**src/rtl/core/rrts_pkg.sv**
```systemverilog
package rrts_pkg;

    typedef enum logic [2:0] {
        TS_DEAD     = 3'd0,
        TS_READY    = 3'd1,
        TS_RUNNING  = 3'd2,
        TS_BLK_RECV = 3'd3,
        TS_BLK_SEND = 3'd4,
        TS_WAITING  = 3'd5,
        TS_ZOMBIE   = 3'd6
    } tstate_t;

    typedef enum logic [2:0] {
        OP_SCHEDULE  = 3'd0,
        OP_SIGNAL    = 3'd1,
        OP_HANDLER   = 3'd2,
        OP_NEW_THR   = 3'd3,
        OP_RM_THR    = 3'd4,
        OP_NEW_PROC  = 3'd5,
        OP_TERMINATE = 3'd6,
        OP_BLOCK     = 3'd7
    } op_t;

    localparam logic [1:0] STAT_OK       = 2'd0;
    localparam logic [1:0] STAT_INVALID  = 2'd1;
    localparam logic [1:0] STAT_INACTIVE = 2'd2;
    localparam logic [1:0] STAT_FULL     = 2'd3;

    localparam logic [1:0] HK_DEFAULT = 2'd0;
    localparam logic [1:0] HK_IGNORE  = 2'd1;
    localparam logic [1:0] HK_USER    = 2'd2;

    localparam logic [4:0] SIG_KILL = 5'd9;
    localparam logic [4:0] SIG_TERM = 5'd15;

    typedef enum logic [2:0] {
        CS_IDLE   = 3'd0,
        CS_EXEC   = 3'd1,
        CS_SWEEP  = 3'd2,
        CS_TPREP  = 3'd3,
        CS_TSCAN  = 3'd4,
        CS_TEND   = 3'd5,
        CS_OUT    = 3'd6
    } cstate_t;

    typedef struct packed {
        logic exec;
        logic sweep_step;
        logic tick_prep;
        logic scan_step;
        logic tick_end;
    } cmd_t;

    typedef struct packed {
        logic need_sweep;
        logic need_tick;
        logic sweep_last;
        logic scan_done;
    } sts_t;

endpackage

```
**src/rtl/core/rrts_ctrl.sv**
```systemverilog
module rrts_ctrl (
    input  logic            aclk,
    input  logic            aresetn,
    input  logic            in_fire,
    input  logic            out_fire,
    input  rrts_pkg::sts_t  sts,
    output rrts_pkg::cmd_t  cmd,
    output logic            in_ready,
    output logic            out_valid
);

    rrts_pkg::cstate_t state_reg, state_next;

    always_ff @(posedge aclk) begin
        if (!aresetn) begin
            state_reg <= rrts_pkg::CS_IDLE;
        end else begin
            state_reg <= state_next;
        end
    end

    always_comb begin
        state_next = state_reg;
        case (state_reg)
            rrts_pkg::CS_IDLE: begin
                if (in_fire) state_next = rrts_pkg::CS_EXEC;
            end
            rrts_pkg::CS_EXEC: begin
                if (sts.need_sweep) state_next = rrts_pkg::CS_SWEEP;
                else if (sts.need_tick) state_next = rrts_pkg::CS_TPREP;
                else state_next = rrts_pkg::CS_OUT;
            end
            rrts_pkg::CS_SWEEP: begin
                if (sts.sweep_last) begin
                    state_next = sts.need_tick ? rrts_pkg::CS_TPREP : rrts_pkg::CS_OUT;
                end
            end
            rrts_pkg::CS_TPREP: state_next = rrts_pkg::CS_TSCAN;
            rrts_pkg::CS_TSCAN: begin
                if (sts.scan_done) state_next = rrts_pkg::CS_TEND;
            end
            rrts_pkg::CS_TEND: state_next = rrts_pkg::CS_OUT;
            rrts_pkg::CS_OUT: begin
                if (out_fire) state_next = rrts_pkg::CS_IDLE;
            end
            default: state_next = rrts_pkg::CS_IDLE;
        endcase
    end

    always_comb begin
        cmd = '0;
        in_ready = 1'b0;
        out_valid = 1'b0;
        case (state_reg)
            rrts_pkg::CS_IDLE:  in_ready = 1'b1;
            rrts_pkg::CS_EXEC:  cmd.exec = 1'b1;
            rrts_pkg::CS_SWEEP: cmd.sweep_step = 1'b1;
            rrts_pkg::CS_TPREP: cmd.tick_prep = 1'b1;
            rrts_pkg::CS_TSCAN: cmd.scan_step = !sts.scan_done;
            rrts_pkg::CS_TEND:  cmd.tick_end = 1'b1;
            rrts_pkg::CS_OUT:   out_valid = 1'b1;
            default: ;
        endcase
    end

    a_one_cmd: assert property (@(posedge aclk) disable iff (!aresetn)
        $onehot0({cmd.exec, cmd.sweep_step, cmd.tick_prep, cmd.scan_step, cmd.tick_end}))
        else $error("multiple commands");
    a_ready_out: assert property (@(posedge aclk) disable iff (!aresetn)
        !(in_ready && out_valid)) else $error("ready while result pending");
    a_exec_after: assert property (@(posedge aclk) disable iff (!aresetn)
        in_fire |=> cmd.exec) else $error("accept not executed");

endmodule

```
**config.mk**
```make
export PLATFORM = sky130hd
export DESIGN_NAME = rrts_ctrl
export DESIGN_NICKNAME = d
export VERILOG_FILES = /design/src/rtl/core/rrts_pkg.sv /design/src/rtl/core/rrts_ctrl.sv
export SDC_FILE = /design/constraint.sdc
export NUM_CORES = 1
export LEC_CHECK = 0
export BUFFER_PORTS_ARGS = -buffer_cell sky130_fd_sc_hd__buf_2
export CORE_AREA = 5 5 42 44
export DETAILED_ROUTE_END_ITERATION = 8
export DIE_AREA = 0 0 47 49
export PLACE_DENSITY = 0.37
export SETUP_SLACK_MARGIN = 0.4
export SYNTH_ARGS = -nofsm -noshare
export SYNTH_HDL_FRONTEND = slang
export SYNTH_SLANG_ARGS = --single-unit
```
**constraint.sdc**
```tcl
create_clock -name aclk -period 2.54 [get_ports aclk]
set_input_delay 0.127 -clock aclk [delete_from_list [all_inputs] [get_ports aclk]]
set_output_delay 0.127 -clock aclk [all_outputs]
set_load 0.01 [all_outputs]
```
After elaboration in Yosys (flattened, before gate mapping)
Cells that the tools add are included.
{"block": "word_totals", "regBits": 3, "input_bits": 8, "output_inout_bits": 7}
{"block": "classes", "eq_ne": 10, "muxes": 14, "reduce_logical": 3}
{"cell": "$pmux 3 s7", "n": 1}
{"cell": "$mux 3", "n": 6}
{"cell": "$eq 3x3->1 const B", "n": 3}
{"cell": "$ne 2x2->1 const B", "n": 4}
{"cell": "$mux 1", "n": 7}
{"cell": "$eq 3x2->1 const B", "n": 2}
{"cell": "$reduce_and 4->1", "n": 1}
{"cell": "$eq 3x1->1 const B", "n": 1}
{"cell": "$logic_not 3->1", "n": 1}
{"cell": "$logic_not 1->1", "n": 1}

Logic depth before layout (Yosys ltp)
{"block": "depth", "ltp_word": 3, "ltp_mapped": 4}

Worst setup path before layout
No wires, ideal clock.
{"block": "synth_path", "path_type": "flip-flop to flip-flop", "startpoint": "register state_reg[2]", "endpoint": "register state_reg[0]", "setup_time_ps": 120, "arrival_time_ps": 1055, "path_slack_ps": 1364, "stages_incl_launch_ff": 5, "n_path_buf": 1, "path_cell_list": "dfxtp_1 > buf_6 > mux4_2 > o21ai_1 > nor2_1"}
{"block": "synth_via", "elab_chain_cells": 3, "word_cells_on_any_way": 13, "classes_between": "10 x eq/ne; 1 x mux; 2 x reduce/logical"}
{"element": "start: declaration", "line": "rrts_ctrl.sv:12", "rtl": "rrts_pkg::cstate_t state_reg, state_next;"}
{"element": "start signal: assignment", "line": "rrts_ctrl.sv:16", "rtl": "state_reg <= rrts_pkg::CS_IDLE;"}
{"element": "start signal: assignment", "line": "rrts_ctrl.sv:18", "rtl": "state_reg <= state_next;"}
{"element": "$eq 3x2->1, or another cell as far along", "line": "rrts_ctrl.sv:24", "rtl": "case (state_reg)"}
{"element": "$ne 2x2->1 (no source line)"}
{"element": "$reduce_and 4->1 (no source line)"}
Parallel ways exist; a longest one is shown, timed or not.
A chain may end at the register's enable or synchronous reset.

==> flow_summary_export.csv <==
group,metric,value,unit
synth,synth-seq-area-share,24.1,%
placed_design,portBuffers,14,
layout,diodes,0,
die,coreArea,1400,um2
min_path,hp-class,"input port to register",
sta,fin_worst_skew,0.00218,ns
worst_setup_path,max_stage_delay,0.49,ns
worst_setup_path,critical_path_arrival,1.31,ns
sta,period_share,56.5,%
cts,cts-root-buf,"clkbuf_4",
pwr,p_leak,0.154,nW
global_routing,grt_util_all_layers,7.32,%
synth,avgSynthCellArea,7.78,um2
layout,area_delta_synth_final,38.2,%
synth,synth.net_count,40,
run_status,outcome,"completed",
route,drc_errors,0,
global_routing,grt_pass1_wl,1160,um
layout,drive_above_1_share,38.3,%
pwr,p_int,0.000152,W
global_routing,antenna_found_initial,0,
worst_setup_path,cpMaxStageDelayCell,"dfxtp_1",
layout,largest_register_ffs,3,
placed_design,dpl.hpwl,536,um
worst_setup_path,r2r_end,"state_reg[0]$_SDFFE_PN0P_",
worst_setup_path,cp-startpoint,"state_reg[2]$_SDFFE_PN0P_",
worst_setup_path,cp.depth,3,
cts,cts_tree,"done",
route,first_iter_violations,1,
worst_setup_path,cp_data_required_time,2.41,ns
die,start_util,17.8,%
worst_setup_path,start_kind,"register",
synth,synth.distinct_cells,21,
pwr,vdd_drop_max,0.145,mV
sta,drv_slew,0,
worst_setup_path,cp_top_family,"flip-flops",
cts,postCtsSetupRepairBufs,0,
worst_setup_path,cp_cell_sequence,"inv_1 -> nor4_1 -> buf_2",
worst_setup_path,r2r_cells,3,
layout,nets,56,
pwr,p_comb_share,31.1,%
worst_setup_path,cp-endpoint,"cmd[1]",
placed_design,place_inst,59,
layout,most-common-layout-cells,"buf_2 (14), nor2_1 (6), clkbuf_4 (3), dfxtp_1 (3)",
cts,cts_buffers,3,
die,die_y,49,um
synth,yosys_warnings,0,
die,row_count,14,
sta,setup_viol,0,
worst_setup_path,r2r_slack,1.22,ns
synth,syn_inst,32,
pwr,pwr-share-clk,35.6,%
route,vias,275,
worst_setup_path,worstReg2RegStart,"state_reg[2]$_SDFFE_PN0P_",
sta,post-route-min-period,1.43,ns
cts,clock_sinks,3,
pwr,cellPowerDensity,676,nW/um2
sta,worst_slew_pin_slew,0.405,ns
global_routing,grt_pass1_vias,279,
sta,relSlewSlack,73.0,%
layout,layout_commonest_cell,"buf_2",
cts,cts_resized,0,
layout,final_cells,63,
placed_design,gp_congestion,0.787,
die,die_w,47,um
synth,synth_seq_cells,3,
cts,clk_latency,0.23,ns
global_routing,grt-ovfl-total,0,
global_routing,grt_max_degree,14,
die,die-area,2300,um2
sta,max_freq,0.697,GHz
worst_setup_path,crit_fanout,9,
route,vias_per_cell,4.37,
sta,final_hold_viol_count,0,
worst_setup_path,critical_path_class,"register to output port",
worst_setup_path,cp_num_buf_inv,2,
pwr,p_seq_share,33.3,%
pwr,p_sw,0.0000808,W
route,drt_pre_antenna_iters,3,
cts,cts_hold_buffers,0,
cts,clkTransAtPathRegs,0.03,ns
sta,tns,0,ns
pwr,switching_share,34.7,%
sta,rsz0062_at_grt,"no",
cts,htreeDepth,1,
cts,clock_tree.buffer_depth,2,
worst_setup_path,endpoint_kind,"output port",
route,drt_wl_total,684,um
flow_run,drv_cap,0,
route,wire_per_inst,10.9,um
synth,syn_area,249,um2
route,ant_nets,0,
die,pin_count,15,
## layer usage
| metal | wire, um | vias up | track usage [%] |
|---|---|---|---|
| met1 | 305 | 117 | 8.77 |
| met3 | 62 | 2 | 2.58 |
| li1 | - | 144 | - |
| met2 | 296 | 12 | 8.82 |
| met5 | 0 | - | 0 |
| met4 | 19 | 0 | 8.29 |
## cells by family after synthesis
family / count (synthesis) / synth area share (%)
DFF: 3 / 24.1
and+or+nand+nor: 16 / 33.2
AOI/OAI and AO/OA: 7 / 19.6
buffers and inverters: 4 / 10.0
muxes: 2 / 13.1
## stage by stage
step	worst slack [ns]	hold slack, ns	power [W]	area, um2	util (%)
floorplan	1.36	0.248	0.000129	249	-
global placement	1.23	0.392	0.000154	318	22.7
detailed placement	1.22	0.385	0.000152	318	22.7
CTS	1.08	0.139	0.000240	344	24.6
global route	0.946	0.170	0.000254	344	24.6
finish	1.11	0.148	0.000232	344	24.6
## synthesized netlist by cell type
cell type / n / area (um2)
a211oi_1: 2 / 15.0
a21boi_0: 1 / 7.51
a21oi_1: 1 / 5.00
a221oi_1: 1 / 8.76
and2_1: 1 / 6.26
and3_1: 1 / 6.26
buf_2: 2 / 10.0
buf_6: 1 / 11.3
dfxtp_1: 3 / 60.1
inv_1: 1 / 3.75
mux2i_1: 1 / 10.0
mux4_2: 1 / 22.5
nand2_1: 2 / 7.51
nand2b_1: 2 / 12.5
nor2_1: 6 / 22.5
nor3_1: 1 / 5.00
nor3b_1: 1 / 7.51
nor4_1: 1 / 6.26
nor4b_1: 1 / 8.76
o211ai_1: 1 / 7.51
o21ai_1: 1 / 5.00
## power groups by stage
stage	sequential [W]	clock (W)	combinational, W
2_1_floorplan	0.0000597	0	0.0000691
3_3_place_gp	0.0000792	0	0.0000748
3_5_place_dp	0.0000787	0	0.0000735
4_1_cts	0.0000780	0.0000881	0.0000737
5_1_grt	0.0000812	0.0000911	0.0000822
6_report	0.0000775	0.0000828	0.0000722
## worst register-to-register path, stage by stage, from the launching register on
cell and delay, ns:
dfxtp_1 0.49, mux4_2 0.54, o21ai_1 0.13, nor2_1 0.05
## how the worst min path moves through the flow
stage | from | end | slack (ns) | cells past startpoint
floorplan | aresetn | state_reg[2]$_SDFFE_PN0P_ | 0.25 | 2
global placement | aresetn | state_reg[2]$_SDFFE_PN0P_ | 0.39 | 3
detailed placement | aresetn | state_reg[2]$_SDFFE_PN0P_ | 0.39 | 3
CTS | aresetn | state_reg[2]$_SDFFE_PN0P_ | 0.14 | 3
global route | aresetn | state_reg[2]$_SDFFE_PN0P_ | 0.17 | 3
finish | aresetn | state_reg[2]$_SDFFE_PN0P_ | 0.15 | 3
## area by class of cell
type                    instances  area (um2)
repair buffers                 14        70.1
fillers                       177        1060
clock buffers                   4        26.3
multi-input cells              25         164
inverters                       1        3.75
well taps                      16        20.0
flip-flops and latches          3        60.1
(Power assumes the default switching activity.)
