--- src/rtl/core/rrts_pkg.sv ---
package rrts_pkg;

    typedef enum logic [2:0] {
        TS_DEAD     = 3'd0,
        TS_READY    = 3'd1,
        TS_RUNNING  = 3'd2,
        TS_BLK_RECV = 3'd3,
        TS_BLK_SEND = 3'd4,
        TS_WAITING  = 3'd5,
        TS_ZOMBIE   = 3'd6
    } tstate_t;

    typedef enum logic [2:0] {
        OP_SCHEDULE  = 3'd0,
        OP_SIGNAL    = 3'd1,
        OP_HANDLER   = 3'd2,
        OP_NEW_THR   = 3'd3,
        OP_RM_THR    = 3'd4,
        OP_NEW_PROC  = 3'd5,
        OP_TERMINATE = 3'd6,
        OP_BLOCK     = 3'd7
    } op_t;

    localparam logic [1:0] STAT_OK       = 2'd0;
    localparam logic [1:0] STAT_INVALID  = 2'd1;
    localparam logic [1:0] STAT_INACTIVE = 2'd2;
    localparam logic [1:0] STAT_FULL     = 2'd3;

    localparam logic [1:0] HK_DEFAULT = 2'd0;
    localparam logic [1:0] HK_IGNORE  = 2'd1;
    localparam logic [1:0] HK_USER    = 2'd2;

    localparam logic [4:0] SIG_KILL = 5'd9;
    localparam logic [4:0] SIG_TERM = 5'd15;

    typedef enum logic [2:0] {
        CS_IDLE   = 3'd0,
        CS_EXEC   = 3'd1,
        CS_SWEEP  = 3'd2,
        CS_TPREP  = 3'd3,
        CS_TSCAN  = 3'd4,
        CS_TEND   = 3'd5,
        CS_OUT    = 3'd6
    } cstate_t;

    typedef struct packed {
        logic exec;
        logic sweep_step;
        logic tick_prep;
        logic scan_step;
        logic tick_end;
    } cmd_t;

    typedef struct packed {
        logic need_sweep;
        logic need_tick;
        logic sweep_last;
        logic scan_done;
    } sts_t;

endpackage

--- src/rtl/core/rrts_dp.sv ---
module rrts_dp #(
    parameter int THREADS   = 16,
    parameter int PROCESSES = 16
) (
    input  logic            aclk,
    input  logic            aresetn,
    input  logic            in_fire,
    input  logic [2:0]      in_op,
    input  logic [3:0]      in_ti,
    input  logic [3:0]      in_pi,
    input  logic [4:0]      in_sig,
    input  logic [1:0]      in_hk,
    input  logic [1:0]      in_bk,
    input  logic            started,
    input  rrts_pkg::cmd_t  cmd,
    output rrts_pkg::sts_t  sts,
    output logic [1:0]      o_status,
    output logic [3:0]      o_rv,
    output logic [3:0]      o_next,
    output logic            o_sw,
    output logic [4:0]      o_dsig,
    output logic            o_reap
);

    localparam int TW = (THREADS > 1) ? $clog2(THREADS) : 1;
    localparam int PW = $clog2(PROCESSES + 1);
    localparam int PIW = (PROCESSES > 1) ? $clog2(PROCESSES) : 1;
    localparam int CW = $clog2(THREADS + 1);
    localparam logic [PW-1:0] NONE_P = PW'(PROCESSES);

    rrts_pkg::tstate_t tstate_reg [THREADS];
    logic [PW-1:0]     towner_reg [THREADS];
    logic [TW-1:0]     cur_reg;
    logic [PROCESSES-1:0] pact_reg;
    logic [PW-1:0]     ppar_reg [PROCESSES];
    logic [31:0]       pend_reg [PROCESSES];
    logic [63:0]       hk_reg   [PROCESSES];

    logic [2:0] op_reg;
    logic [3:0] ti_reg, pi_reg;
    logic [4:0] sig_reg;
    logic [1:0] hk_in_reg, bk_reg;

    logic [1:0] status_reg;
    logic [3:0] rv_reg;
    logic       sw_reg, reap_reg;
    logic [4:0] dsig_reg;

    // sweep: 0 = kill (terminate also wakes parent's waiters), 1 = wake blocked
    logic [1:0]    sw_mode_reg;
    logic [PW-1:0] sw_proc_reg;
    logic [TW-1:0] idx_reg;
    logic [CW-1:0] cnt_reg;
    logic [TW-1:0] old_reg;
    logic          found_reg;

    logic [TW-1:0] cand;
    logic          pi_ok, ti_ok, is_kill;
    logic [PIW-1:0] pix;
    logic [PW-1:0]  own_cur;
    logic [1:0]     kind_pi, kind_own;
    logic [PW-1:0]  par_p;
    logic           par_wake;

    assign pi_ok = 32'(pi_reg) < PROCESSES;
    assign ti_ok = 32'(ti_reg) < THREADS;
    assign pix = PIW'(pi_reg);
    assign is_kill = (sig_reg == rrts_pkg::SIG_KILL) || (sig_reg == rrts_pkg::SIG_TERM);
    assign own_cur = towner_reg[cur_reg];
    assign kind_pi = hk_reg[pix][{sig_reg, 1'b0} +: 2];
    assign kind_own = hk_reg[PIW'(own_cur)][{sig_reg, 1'b0} +: 2];
    assign par_p = ppar_reg[pix];
    assign par_wake = (op_reg == rrts_pkg::OP_TERMINATE) && (32'(par_p) < PROCESSES);

    logic          dead_hit, free_hit;
    logic [TW-1:0] dead_idx;
    logic [PIW-1:0] free_idx;
    always_comb begin
        dead_hit = 1'b0; dead_idx = '0;
        for (int i = THREADS - 1; i >= 0; i--) begin
            if (tstate_reg[i] == rrts_pkg::TS_DEAD) begin
                dead_hit = 1'b1; dead_idx = TW'(i);
            end
        end
        free_hit = 1'b0; free_idx = '0;
        for (int i = PROCESSES - 1; i >= 0; i--) begin
            if (!pact_reg[i]) begin
                free_hit = 1'b1; free_idx = PIW'(i);
            end
        end
    end

    // scan candidate
    logic [PW-1:0]  c_own;
    logic [31:0]    c_pend;
    logic [4:0]     c_sig;
    logic           c_has;
    logic [1:0]     c_kind;
    assign cand = idx_reg;
    assign c_own = towner_reg[cand];
    assign c_pend = (32'(c_own) < PROCESSES) ? pend_reg[PIW'(c_own)] : 32'd0;
    always_comb begin
        c_sig = '0;
        for (int s = 31; s >= 1; s--) begin
            if (c_pend[s]) c_sig = 5'(s);
        end
    end
    assign c_has = c_sig != 5'd0;
    assign c_kind = hk_reg[PIW'(c_own)][{c_sig, 1'b0} +: 2];

    logic ex_valid;
    assign ex_valid = 1'b1;

    always_comb begin
        sts.need_sweep = 1'b0;
        sts.need_tick = 1'b0;
        case (op_reg)
            rrts_pkg::OP_SCHEDULE: sts.need_tick = 1'b1;
            rrts_pkg::OP_SIGNAL:
                sts.need_sweep = pi_ok && sig_reg != 5'd0 && pact_reg[pix] &&
                                 (is_kill || kind_pi != rrts_pkg::HK_IGNORE);
            rrts_pkg::OP_TERMINATE: begin
                sts.need_sweep = pi_ok;
                sts.need_tick = pi_ok;
            end
            default: ;
        endcase
        sts.sweep_last = 32'(idx_reg) == THREADS - 1;
        sts.scan_done = found_reg || 32'(cnt_reg) == THREADS;
    end

    always_ff @(posedge aclk) begin
        if (in_fire) begin
            op_reg <= in_op; ti_reg <= in_ti; pi_reg <= in_pi;
            sig_reg <= in_sig; hk_in_reg <= in_hk; bk_reg <= in_bk;
        end
    end

    always_ff @(posedge aclk) begin
        if (!aresetn) begin
            for (int i = 0; i < THREADS; i++) begin
                tstate_reg[i] <= rrts_pkg::TS_DEAD;
                towner_reg[i] <= NONE_P;
            end
            tstate_reg[0] <= rrts_pkg::TS_RUNNING;
            towner_reg[0] <= '0;
            cur_reg <= '0;
            pact_reg <= PROCESSES'(1);
            for (int i = 0; i < PROCESSES; i++) begin
                ppar_reg[i] <= NONE_P;
                pend_reg[i] <= '0;
                hk_reg[i] <= '0;
            end
            status_reg <= '0; rv_reg <= '0; sw_reg <= 1'b0;
            dsig_reg <= '0; reap_reg <= 1'b0;
            sw_mode_reg <= '0; sw_proc_reg <= '0; idx_reg <= '0;
            cnt_reg <= '0; old_reg <= '0; found_reg <= 1'b0;
        end else begin
            if (cmd.exec && ex_valid) begin
                status_reg <= rrts_pkg::STAT_OK;
                rv_reg <= '0; sw_reg <= 1'b0; dsig_reg <= '0; reap_reg <= 1'b0;
                idx_reg <= '0;
                sw_proc_reg <= PW'(pi_reg);
                sw_mode_reg <= 2'd0;
                case (op_reg)
                    rrts_pkg::OP_SCHEDULE: ;
                    rrts_pkg::OP_SIGNAL: begin
                        if (!pi_ok || sig_reg == 5'd0) status_reg <= rrts_pkg::STAT_INVALID;
                        else if (!pact_reg[pix]) status_reg <= rrts_pkg::STAT_INACTIVE;
                        else if (!is_kill && kind_pi != rrts_pkg::HK_IGNORE) begin
                            pend_reg[pix][sig_reg] <= 1'b1;
                            sw_mode_reg <= 2'd1;
                        end
                    end
                    rrts_pkg::OP_HANDLER: begin
                        if (sig_reg == 5'd0 || hk_in_reg > 2'd2 ||
                            32'(own_cur) >= PROCESSES) begin
                            status_reg <= rrts_pkg::STAT_INVALID;
                        end else begin
                            rv_reg <= {2'b00, kind_own};
                            hk_reg[PIW'(own_cur)][{sig_reg, 1'b0} +: 2] <= hk_in_reg;
                        end
                    end
                    rrts_pkg::OP_NEW_THR: begin
                        if (!pi_ok) status_reg <= rrts_pkg::STAT_INVALID;
                        else if (!dead_hit) status_reg <= rrts_pkg::STAT_FULL;
                        else begin
                            towner_reg[dead_idx] <= PW'(pi_reg);
                            tstate_reg[dead_idx] <= rrts_pkg::TS_READY;
                            rv_reg <= 4'(dead_idx);
                        end
                    end
                    rrts_pkg::OP_RM_THR: begin
                        if (!ti_ok) status_reg <= rrts_pkg::STAT_INVALID;
                        else tstate_reg[TW'(ti_reg)] <= rrts_pkg::TS_DEAD;
                    end
                    rrts_pkg::OP_NEW_PROC: begin
                        if (!free_hit) status_reg <= rrts_pkg::STAT_FULL;
                        else begin
                            ppar_reg[free_idx] <= (started && 32'(own_cur) < PROCESSES)
                                                  ? own_cur : NONE_P;
                            pend_reg[free_idx] <= '0;
                            hk_reg[free_idx] <= '0;
                            pact_reg[free_idx] <= 1'b1;
                            rv_reg <= 4'(free_idx);
                        end
                    end
                    rrts_pkg::OP_TERMINATE: begin
                        if (!pi_ok) status_reg <= rrts_pkg::STAT_INVALID;
                        else pact_reg[pix] <= 1'b0;
                    end
                    default: begin
                        if (bk_reg > 2'd2) status_reg <= rrts_pkg::STAT_INVALID;
                        else if (bk_reg == 2'd0) tstate_reg[cur_reg] <= rrts_pkg::TS_BLK_RECV;
                        else if (bk_reg == 2'd1) tstate_reg[cur_reg] <= rrts_pkg::TS_BLK_SEND;
                        else tstate_reg[cur_reg] <= rrts_pkg::TS_WAITING;
                    end
                endcase
            end
            if (cmd.sweep_step) begin
                // one thread per cycle; terminate also wakes parent's waiters
                if (towner_reg[idx_reg] == sw_proc_reg) begin
                    if (sw_mode_reg == 2'd1) begin
                        if (tstate_reg[idx_reg] == rrts_pkg::TS_BLK_RECV ||
                            tstate_reg[idx_reg] == rrts_pkg::TS_BLK_SEND ||
                            tstate_reg[idx_reg] == rrts_pkg::TS_WAITING)
                            tstate_reg[idx_reg] <= rrts_pkg::TS_READY;
                    end else if (tstate_reg[idx_reg] != rrts_pkg::TS_DEAD) begin
                        tstate_reg[idx_reg] <= rrts_pkg::TS_ZOMBIE;
                    end
                end else if (par_wake && towner_reg[idx_reg] == par_p &&
                             tstate_reg[idx_reg] == rrts_pkg::TS_WAITING) begin
                    tstate_reg[idx_reg] <= rrts_pkg::TS_READY;
                end
                idx_reg <= sts.sweep_last ? '0 : idx_reg + 1'b1;
            end
            if (cmd.tick_prep) begin
                old_reg <= cur_reg;
                if (tstate_reg[cur_reg] == rrts_pkg::TS_RUNNING)
                    tstate_reg[cur_reg] <= rrts_pkg::TS_READY;
                idx_reg <= (32'(cur_reg) == THREADS - 1) ? '0 : cur_reg + 1'b1;
                cnt_reg <= '0;
                found_reg <= 1'b0;
            end
            if (cmd.scan_step) begin
                cnt_reg <= cnt_reg + 1'b1;
                idx_reg <= (32'(idx_reg) == THREADS - 1) ? '0 : idx_reg + 1'b1;
                if (tstate_reg[cand] == rrts_pkg::TS_READY) begin
                    if (c_has) pend_reg[PIW'(c_own)][c_sig] <= 1'b0;
                    if (c_has && c_kind != rrts_pkg::HK_USER &&
                        c_kind != rrts_pkg::HK_IGNORE &&
                        (c_sig == rrts_pkg::SIG_KILL || c_sig == rrts_pkg::SIG_TERM)) begin
                        tstate_reg[cand] <= rrts_pkg::TS_ZOMBIE;
                    end else begin
                        if (c_has && c_kind == rrts_pkg::HK_USER) dsig_reg <= c_sig;
                        found_reg <= 1'b1;
                        cur_reg <= cand;
                        sw_reg <= 1'b1;
                        tstate_reg[cand] <= rrts_pkg::TS_RUNNING;
                    end
                end
            end
            if (cmd.tick_end) begin
                if (found_reg) begin
                    if (old_reg != cur_reg && tstate_reg[old_reg] == rrts_pkg::TS_ZOMBIE) begin
                        tstate_reg[old_reg] <= rrts_pkg::TS_DEAD;
                        reap_reg <= 1'b1;
                    end
                end else if (tstate_reg[old_reg] == rrts_pkg::TS_ZOMBIE) begin
                    tstate_reg[old_reg] <= rrts_pkg::TS_DEAD;
                    reap_reg <= 1'b1;
                end else if (tstate_reg[old_reg] == rrts_pkg::TS_READY) begin
                    tstate_reg[old_reg] <= rrts_pkg::TS_RUNNING;
                end
            end
        end
    end

    assign o_status = status_reg;
    assign o_rv = rv_reg;
    assign o_next = 4'(cur_reg);
    assign o_sw = sw_reg;
    assign o_dsig = dsig_reg;
    assign o_reap = reap_reg;

    a_cur_state: assert property (@(posedge aclk) disable iff (!aresetn)
        cmd.tick_end && found_reg |=> tstate_reg[cur_reg] == rrts_pkg::TS_RUNNING)
        else $error("picked thread not running");
    a_sw_dsig: assert property (@(posedge aclk) disable iff (!aresetn)
        (dsig_reg != 5'd0) |-> sw_reg) else $error("signal delivered without switch");
    a_scan_bound: assert property (@(posedge aclk) disable iff (!aresetn)
        32'(cnt_reg) <= THREADS) else $error("scan overrun");

endmodule

--- config.mk ---
export PLATFORM = sky130hd
export DESIGN_NAME = rrts_dp
export DESIGN_NICKNAME = d
export VERILOG_FILES = /design/src/rtl/core/rrts_pkg.sv /design/src/rtl/core/rrts_dp.sv
export SDC_FILE = /design/constraint.sdc
export NUM_CORES = 2
export LEC_CHECK = 0
export BUFFER_PORTS_ARGS = -buffer_cell sky130_fd_sc_hd__buf_2
export CORE_AREA = 3 3 484 486
export DETAILED_ROUTE_END_ITERATION = 16
export DIE_AREA = 0 0 487 489
export SETUP_SLACK_MARGIN = 0.05
export SYNTH_ARGS = -nofsm -noshare
export SYNTH_HDL_FRONTEND = slang
export SYNTH_SLANG_ARGS = --single-unit
export TNS_END_PERCENT = 20
--- constraint.sdc ---
create_clock -name aclk -period 9.4 [get_ports aclk]
set_clock_uncertainty 0.15 [all_clocks]
set_input_delay 0.94 -clock aclk [delete_from_list [all_inputs] [get_ports aclk]]
set_output_delay 0.94 -clock aclk [all_outputs]
set_load 0.005 [all_outputs]
Yosys cells after proc, flatten, opt, wreduce, memory -nomap -nowiden
Memories as Yosys holds them, arrays and structs flattened. A register that Yosys moved wholly into a read port is not among the register bits.
Index checks and enable logic that the tools add are counted.
{ "word_totals": {"regBits": 73, "in_bits": 29, "output_inout_bits": 21, "word_cells": 481, "n_memories": 5, "ramBits": 1744} }
{ "classes": {"n_reduce_logical": 67, "eq_ne": 33, "order_cmp": 14, "add_sub_neg": 4, "mux": 310, "bitwise": 24, "n_shift": 5} }
{ "mem_list": {"columns": ["memory", "depth", "word_bits", "read_ports", "rd_ports_with_merged_regs", "wr", "line", "rtl"], "rows": [
  ["hk_reg", 16, 64, 3, 1, 16, "rrts_dp.sv:37", "logic [63:0] hk_reg [PROCESSES];"],
  ["pend_reg", 16, 32, 1, 0, 16, "rrts_dp.sv:36", "logic [31:0] pend_reg [PROCESSES];"],
  ["ppar_reg", 16, 5, 1, 1, 16, "rrts_dp.sv:35", "logic [PW-1:0] ppar_reg [PROCESSES];"],
  ["towner_reg", 16, 5, 2, 2, 16, "rrts_dp.sv:32", "logic [PW-1:0] towner_reg [THREADS];"],
  ["tstate_reg", 16, 3, 19, 3, 16, "rrts_dp.sv:31", "rrts_pkg::tstate_t tstate_reg [THREADS];"]
]} }
{ "ops": {"columns": ["op", "count"], "rows": [
  ["64-bit 2-to-1 mux", 5],
  ["32-bit 2-to-1 mux", 9],
  ["4-bit 2-to-1 mux", 64],
  ["5-bit 2-to-1 mux", 42],
  ["64-bit by 7-bit indexed part select with 2-bit output", 3],
  ["1-bit 2-to-1 mux", 160],
  ["64-bit OR reduction", 2],
  ["32-bit OR reduction", 3],
  ["2-bit by 8-bit variable shift with 64-bit output (first input constant)", 1],
  ["2-bit by 8-bit indexed part select with 64-bit output", 1],
  ["3-bit zero test", 17],
  ["3-bit 2-to-1 mux", 15],
  ["16-bit one-hot mux with 2 select lines", 1],
  ["5-bit by 4-bit equality test with 1-bit output (second input constant)", 4],
  ["3-bit equality test (second input constant)", 6],
  ["3-bit OR reduction", 6],
  ["16-bit bitwise AND", 1],
  ["1-bit logical AND", 16],
  ["16-bit 2-to-1 mux", 1],
  ["16-bit inverter", 1],
  ["16-bit OR", 1],
  ["5-bit less-than comparator (second input constant)", 3],
  ["3-bit by 2-bit equality test with 1-bit output (second input constant)", 4],
  ["4-bit equality test", 3],
  ["other kinds (41)", 88]
]} }

Depth between registers and ports, before layout
{ "depth": {"word_depth": 47, "depth_mapped": 27} }

Worst setup path before layout
Ideal clock, no wire load.
{ "synth_path": {"kind": "reg-to-reg", "startpoint": "reg (tool-made name)", "endpoint": "reg rv_reg[1] (netlist: o_rv[1])", "setup_ns": 0.124, "t_arrival_ns": 5.350, "synth_period_minus_slack_ns": 5.624, "setup_slack_ns": 3.776, "stages_incl_launch_ff": 14, "cell_sequence": "dfxtp_1 -> buf_1 -> clkbuf_1 -> mux4_2 -> mux2_2 -> o21ai_1 -> buf_2 -> buf_1 -> mux4_2 -> mux4_2 -> o41ai_1 -> a2111oi_0 -> a221oi_1 -> o21ai_0"} }
{ "synth_lines": {"columns": ["item", "line", "rtl"], "rows": [
  ["end signal: assignment", "rrts_dp.sv:180", "rv_reg <= {2'b00, kind_own};"],
  ["end signal: assignment", "rrts_dp.sv:190", "rv_reg <= 4'(dead_idx);"],
  ["end signal: assignment", "rrts_dp.sv:205", "rv_reg <= 4'(free_idx);"],
  ["end: declaration", "rrts_dp.sv:45", "logic [3:0] rv_reg;"]
]} }

==> out/summary.txt <==
status -> complete, but fails checks
failing checks -> capacitance limit
initial antenna violation count -> 16
classification of the worst setup path -> flip-flop to flip-flop
DRT Pass-1 Iters -> 8
via count -> 89.27k
Synth cell types -> 96
hold wc startpoint -> in_sig[3]
Synth Register Bits -> 1815
total global routing overflow -> 0
Crit Path Max Fanout -> 57
Starting Density -> 45.00%
1st-iter DRT viols -> 13.82k
vias in the first global route -> 85.07k
Max Slew Vio Count -> 0
worst hold path class -> input pin to flip-flop
Synth Flop Type -> edfxtp_1
Nets -> 9810
WP data required -> 9970 ps
Max Freq -> 113.7 MHz
filler instances -> 20.57k
CP bufs+invs -> 3
DIE HEIGHT -> 489 µm
# port buffers -> 49
hold_buf cts -> 0
placed cells -> 12.59k
register area share after synthesis -> 46.72%
CTS H-tree depth -> 4
TritonCTS clock tree -> yes
P&R area growth vs syn -> 8.499%
row count -> 176
final number of setup-violating endpoints -> 0
crit path cell chain -> buf_4, mux4_2, mux2i_2, buf_4, mux2_8, buf_4, nand2_2, nor2_1, a32oi_1, o211ai_1, nor2_1, and2_1, nand2_1, mux2_2, mux2_2, xnor2_1, mux2i_4, o221ai_4, o22ai_1
# Post-CTS Setup Buffers -> 0
CP most frequent cell -> buf_4
final setup margin -> 607.6 ps
crit path time final -> 8792 ps
pre-CTS setup slack -> 923.4 ps
startpoint types -> flip-flop
Tcrit/Tclk final -> 93.54%
core area -> 230100 µm²
WL final -> 400700 µm
Yosys warnings -> 0
total CTS buffers -> 198
Lkg Pwr -> 0.03627 µW
EDFF count, synth -> 1204
first-pass GRT wire length -> 579900 µm
Max Cap Viol -> 1
Post-Syn Instances -> 10.29k
Critical Path End Type -> flip-flop
Reg area -> 48400 µm²
post-layout util -> 48.83%
asr flop ratio synth -> 0%
area of the multi-input gates -> 50300 µm²
CP delay by family, top -> simple AND/OR/NAND/NOR gates
Root Driver -> clkbuf_16
WL per Instance -> 30.90 µm
Syn Area/Cell -> 10.06 µm²
cell at the slowest stage of the critical path -> dfxtp_1
final hold violation count -> 0
clk buf depth -> 3
PwrDens -> 181.3 nW/µm²
worst stage delay on the critical path -> 870 ps
CP Data Arrival Time -> 9360 ps
Clk Latency, worst-skew pair -> 910 ps
synthesized area -> 103600 µm²
clk sinks -> 1815
Boundary Pins -> 50
setup TNS -> 0 ps
post-route insts no fill -> 12.97k
GPL Wtd Cong -> 0.9687
layout cells sized above 1 -> 13.71%
max reg flops -> 1024
post-cts resize count -> 0
DRT antenna net count -> 0
die area -> 238100 µm²
Rel. slew slack -> 1.168%
clk slew on worst S/H paths -> 60 ps
die width -> 487 µm
worst IR drop on VDD -> 0.0002033 V
syn_nets -> 10.33k
dpl hpwl -> 254200 µm
Least-Margin Pin Slew -> 1477 ps
post-DR vias/cell -> 6.885
Global Route Usage Sum -> 32.68%
RSZ-0062 raised after global routing -> false
pin count of the biggest net entering global routing -> 217
DRC viols -> 0
## logic make-up after synthesis
group / after synthesis / share of synthesized area, %
AOI/OAI and AO/OA: 2547 / 15.24
xor gates and xnor gates: 25 / 0.2114
adders and majority gates: 15 / 0.1812
buffers and inverters: 1346 / 5.116
DFF: 1815 / 46.72
muxes: 936 / 16.84
and+or+nand+nor: 3606 / 15.70
## layout by cell type (no fill, tap or decap), drive strengths merged, types with 101 or more instances in the layout
cell    netlist  final
clkbuf      817    263
a22oi       167    167
nor2       1482   1482
inv         338    343
a311oi      155    155
buf         189    282
edfxtp     1204   1204
a21oi       629    629
mux4        638    638
nand3       185    185
o311ai      101    101
nor3b       235    235
and2        112    112
o21ai       865    865
nand3b      102    102
nor3        182    182
nand2      1067   1067
dfxtp       611    611
mux2i       246    246
a211oi      272    272
a31oi       159    159
## layout make-up
type | instances | share of cell area [%]
tap | 3026 | 3.369
antenna | 8 | 0.01782
clock buffer | 263 | 4.752
timing repair buffer | 282 | 1.962
sequential | 1815 | 43.08
inverter | 340 | 1.136
multi-input combinational | 7129 | 44.76
clock inverter | 103 | 0.9264
## worst register-to-register path: stages, from the launching register on
cell,delay [ps]
dfxtp_1,870
buf_4,370
mux4_2,540
mux2i_2,290
buf_4,300
mux2_8,640
buf_4,390
nand2_2,300
nor2_1,720
a32oi_1,260
o211ai_1,220
nor2_1,90
and2_1,470
nand2_1,880
mux2_2,440
mux2_2,290
xnor2_1,270
mux2i_4,170
o221ai_4,790
o22ai_1,190
## cells in the mapped netlist (20+ instances only)
cell type	n	area [µm²]
nor2_1	1482	5563
edfxtp_1	1204	36150
nand2_1	1066	4001
o21ai_0	856	4284
clkbuf_1	817	3067
mux4_2	638	14370
a21oi_1	629	3148
dfxtp_1	611	12230
inv_1	336	1261
a211oi_1	272	2042
mux2i_1	243	2432
nor3b_1	233	1749
nand3_1	185	925.9
nor3_1	181	905.9
a22oi_1	167	1254
a31oi_1	159	994.7
a311oi_1	155	1358
and2_1	102	638.1
nand3b_1	102	765.7
o311ai_0	95	832.1
buf_1	86	322.8
and3_1	76	475.5
buf_2	74	370.4
mux2_2	48	540.5
nor2b_1	33	206.5
a311o_1	32	320.3
nand4_1	24	150.1
nand2b_1	22	137.6
or3_1	22	137.6
a2111oi_0	20	175.2
## stage by stage
step	hold WS, ps	total power (µW)	cell area (µm²)
6_report	77.44	20370	112400
5_1_grt	48.00	20830	112400
3_5_place_dp	272.4	12570	106000
4_1_cts	30.53	20260	112300
2_1_floorplan	258.8	11200	103600
3_3_place_gp	266.3	12520	106000
## final timing paths
check                                   endpoint  slack [ps]  depth (start not counted)
setup / recovery  tstate_reg[15][2]$_SDFFE_PP0P_         610                         19
hold / removal              sig_reg[3]$_DFFE_PP_          80                          1
setup reg to reg  tstate_reg[15][2]$_SDFFE_PP0P_         610                         19
hold reg to reg     pend_reg[4][15]$_SDFFE_PP0P_         280                          2
## layer usage
metal  track usage [%]  share of wire (%)  up-vias
li1                  -                  -    37240
met1             44.42                 38    44220
met2             49.13                 44     6583
met3             7.892                 13     1223
met4             15.85                5.4        6
met5                 0              0.011        -
## power breakdown
group | switching [µW] | internal [µW]
clock network | 3470 | 4350
logic | 2490 | 1180
registers | 195 | 8690
total | 6160 | 14200
No activity file was read; power rests on OpenSTA's default activity.
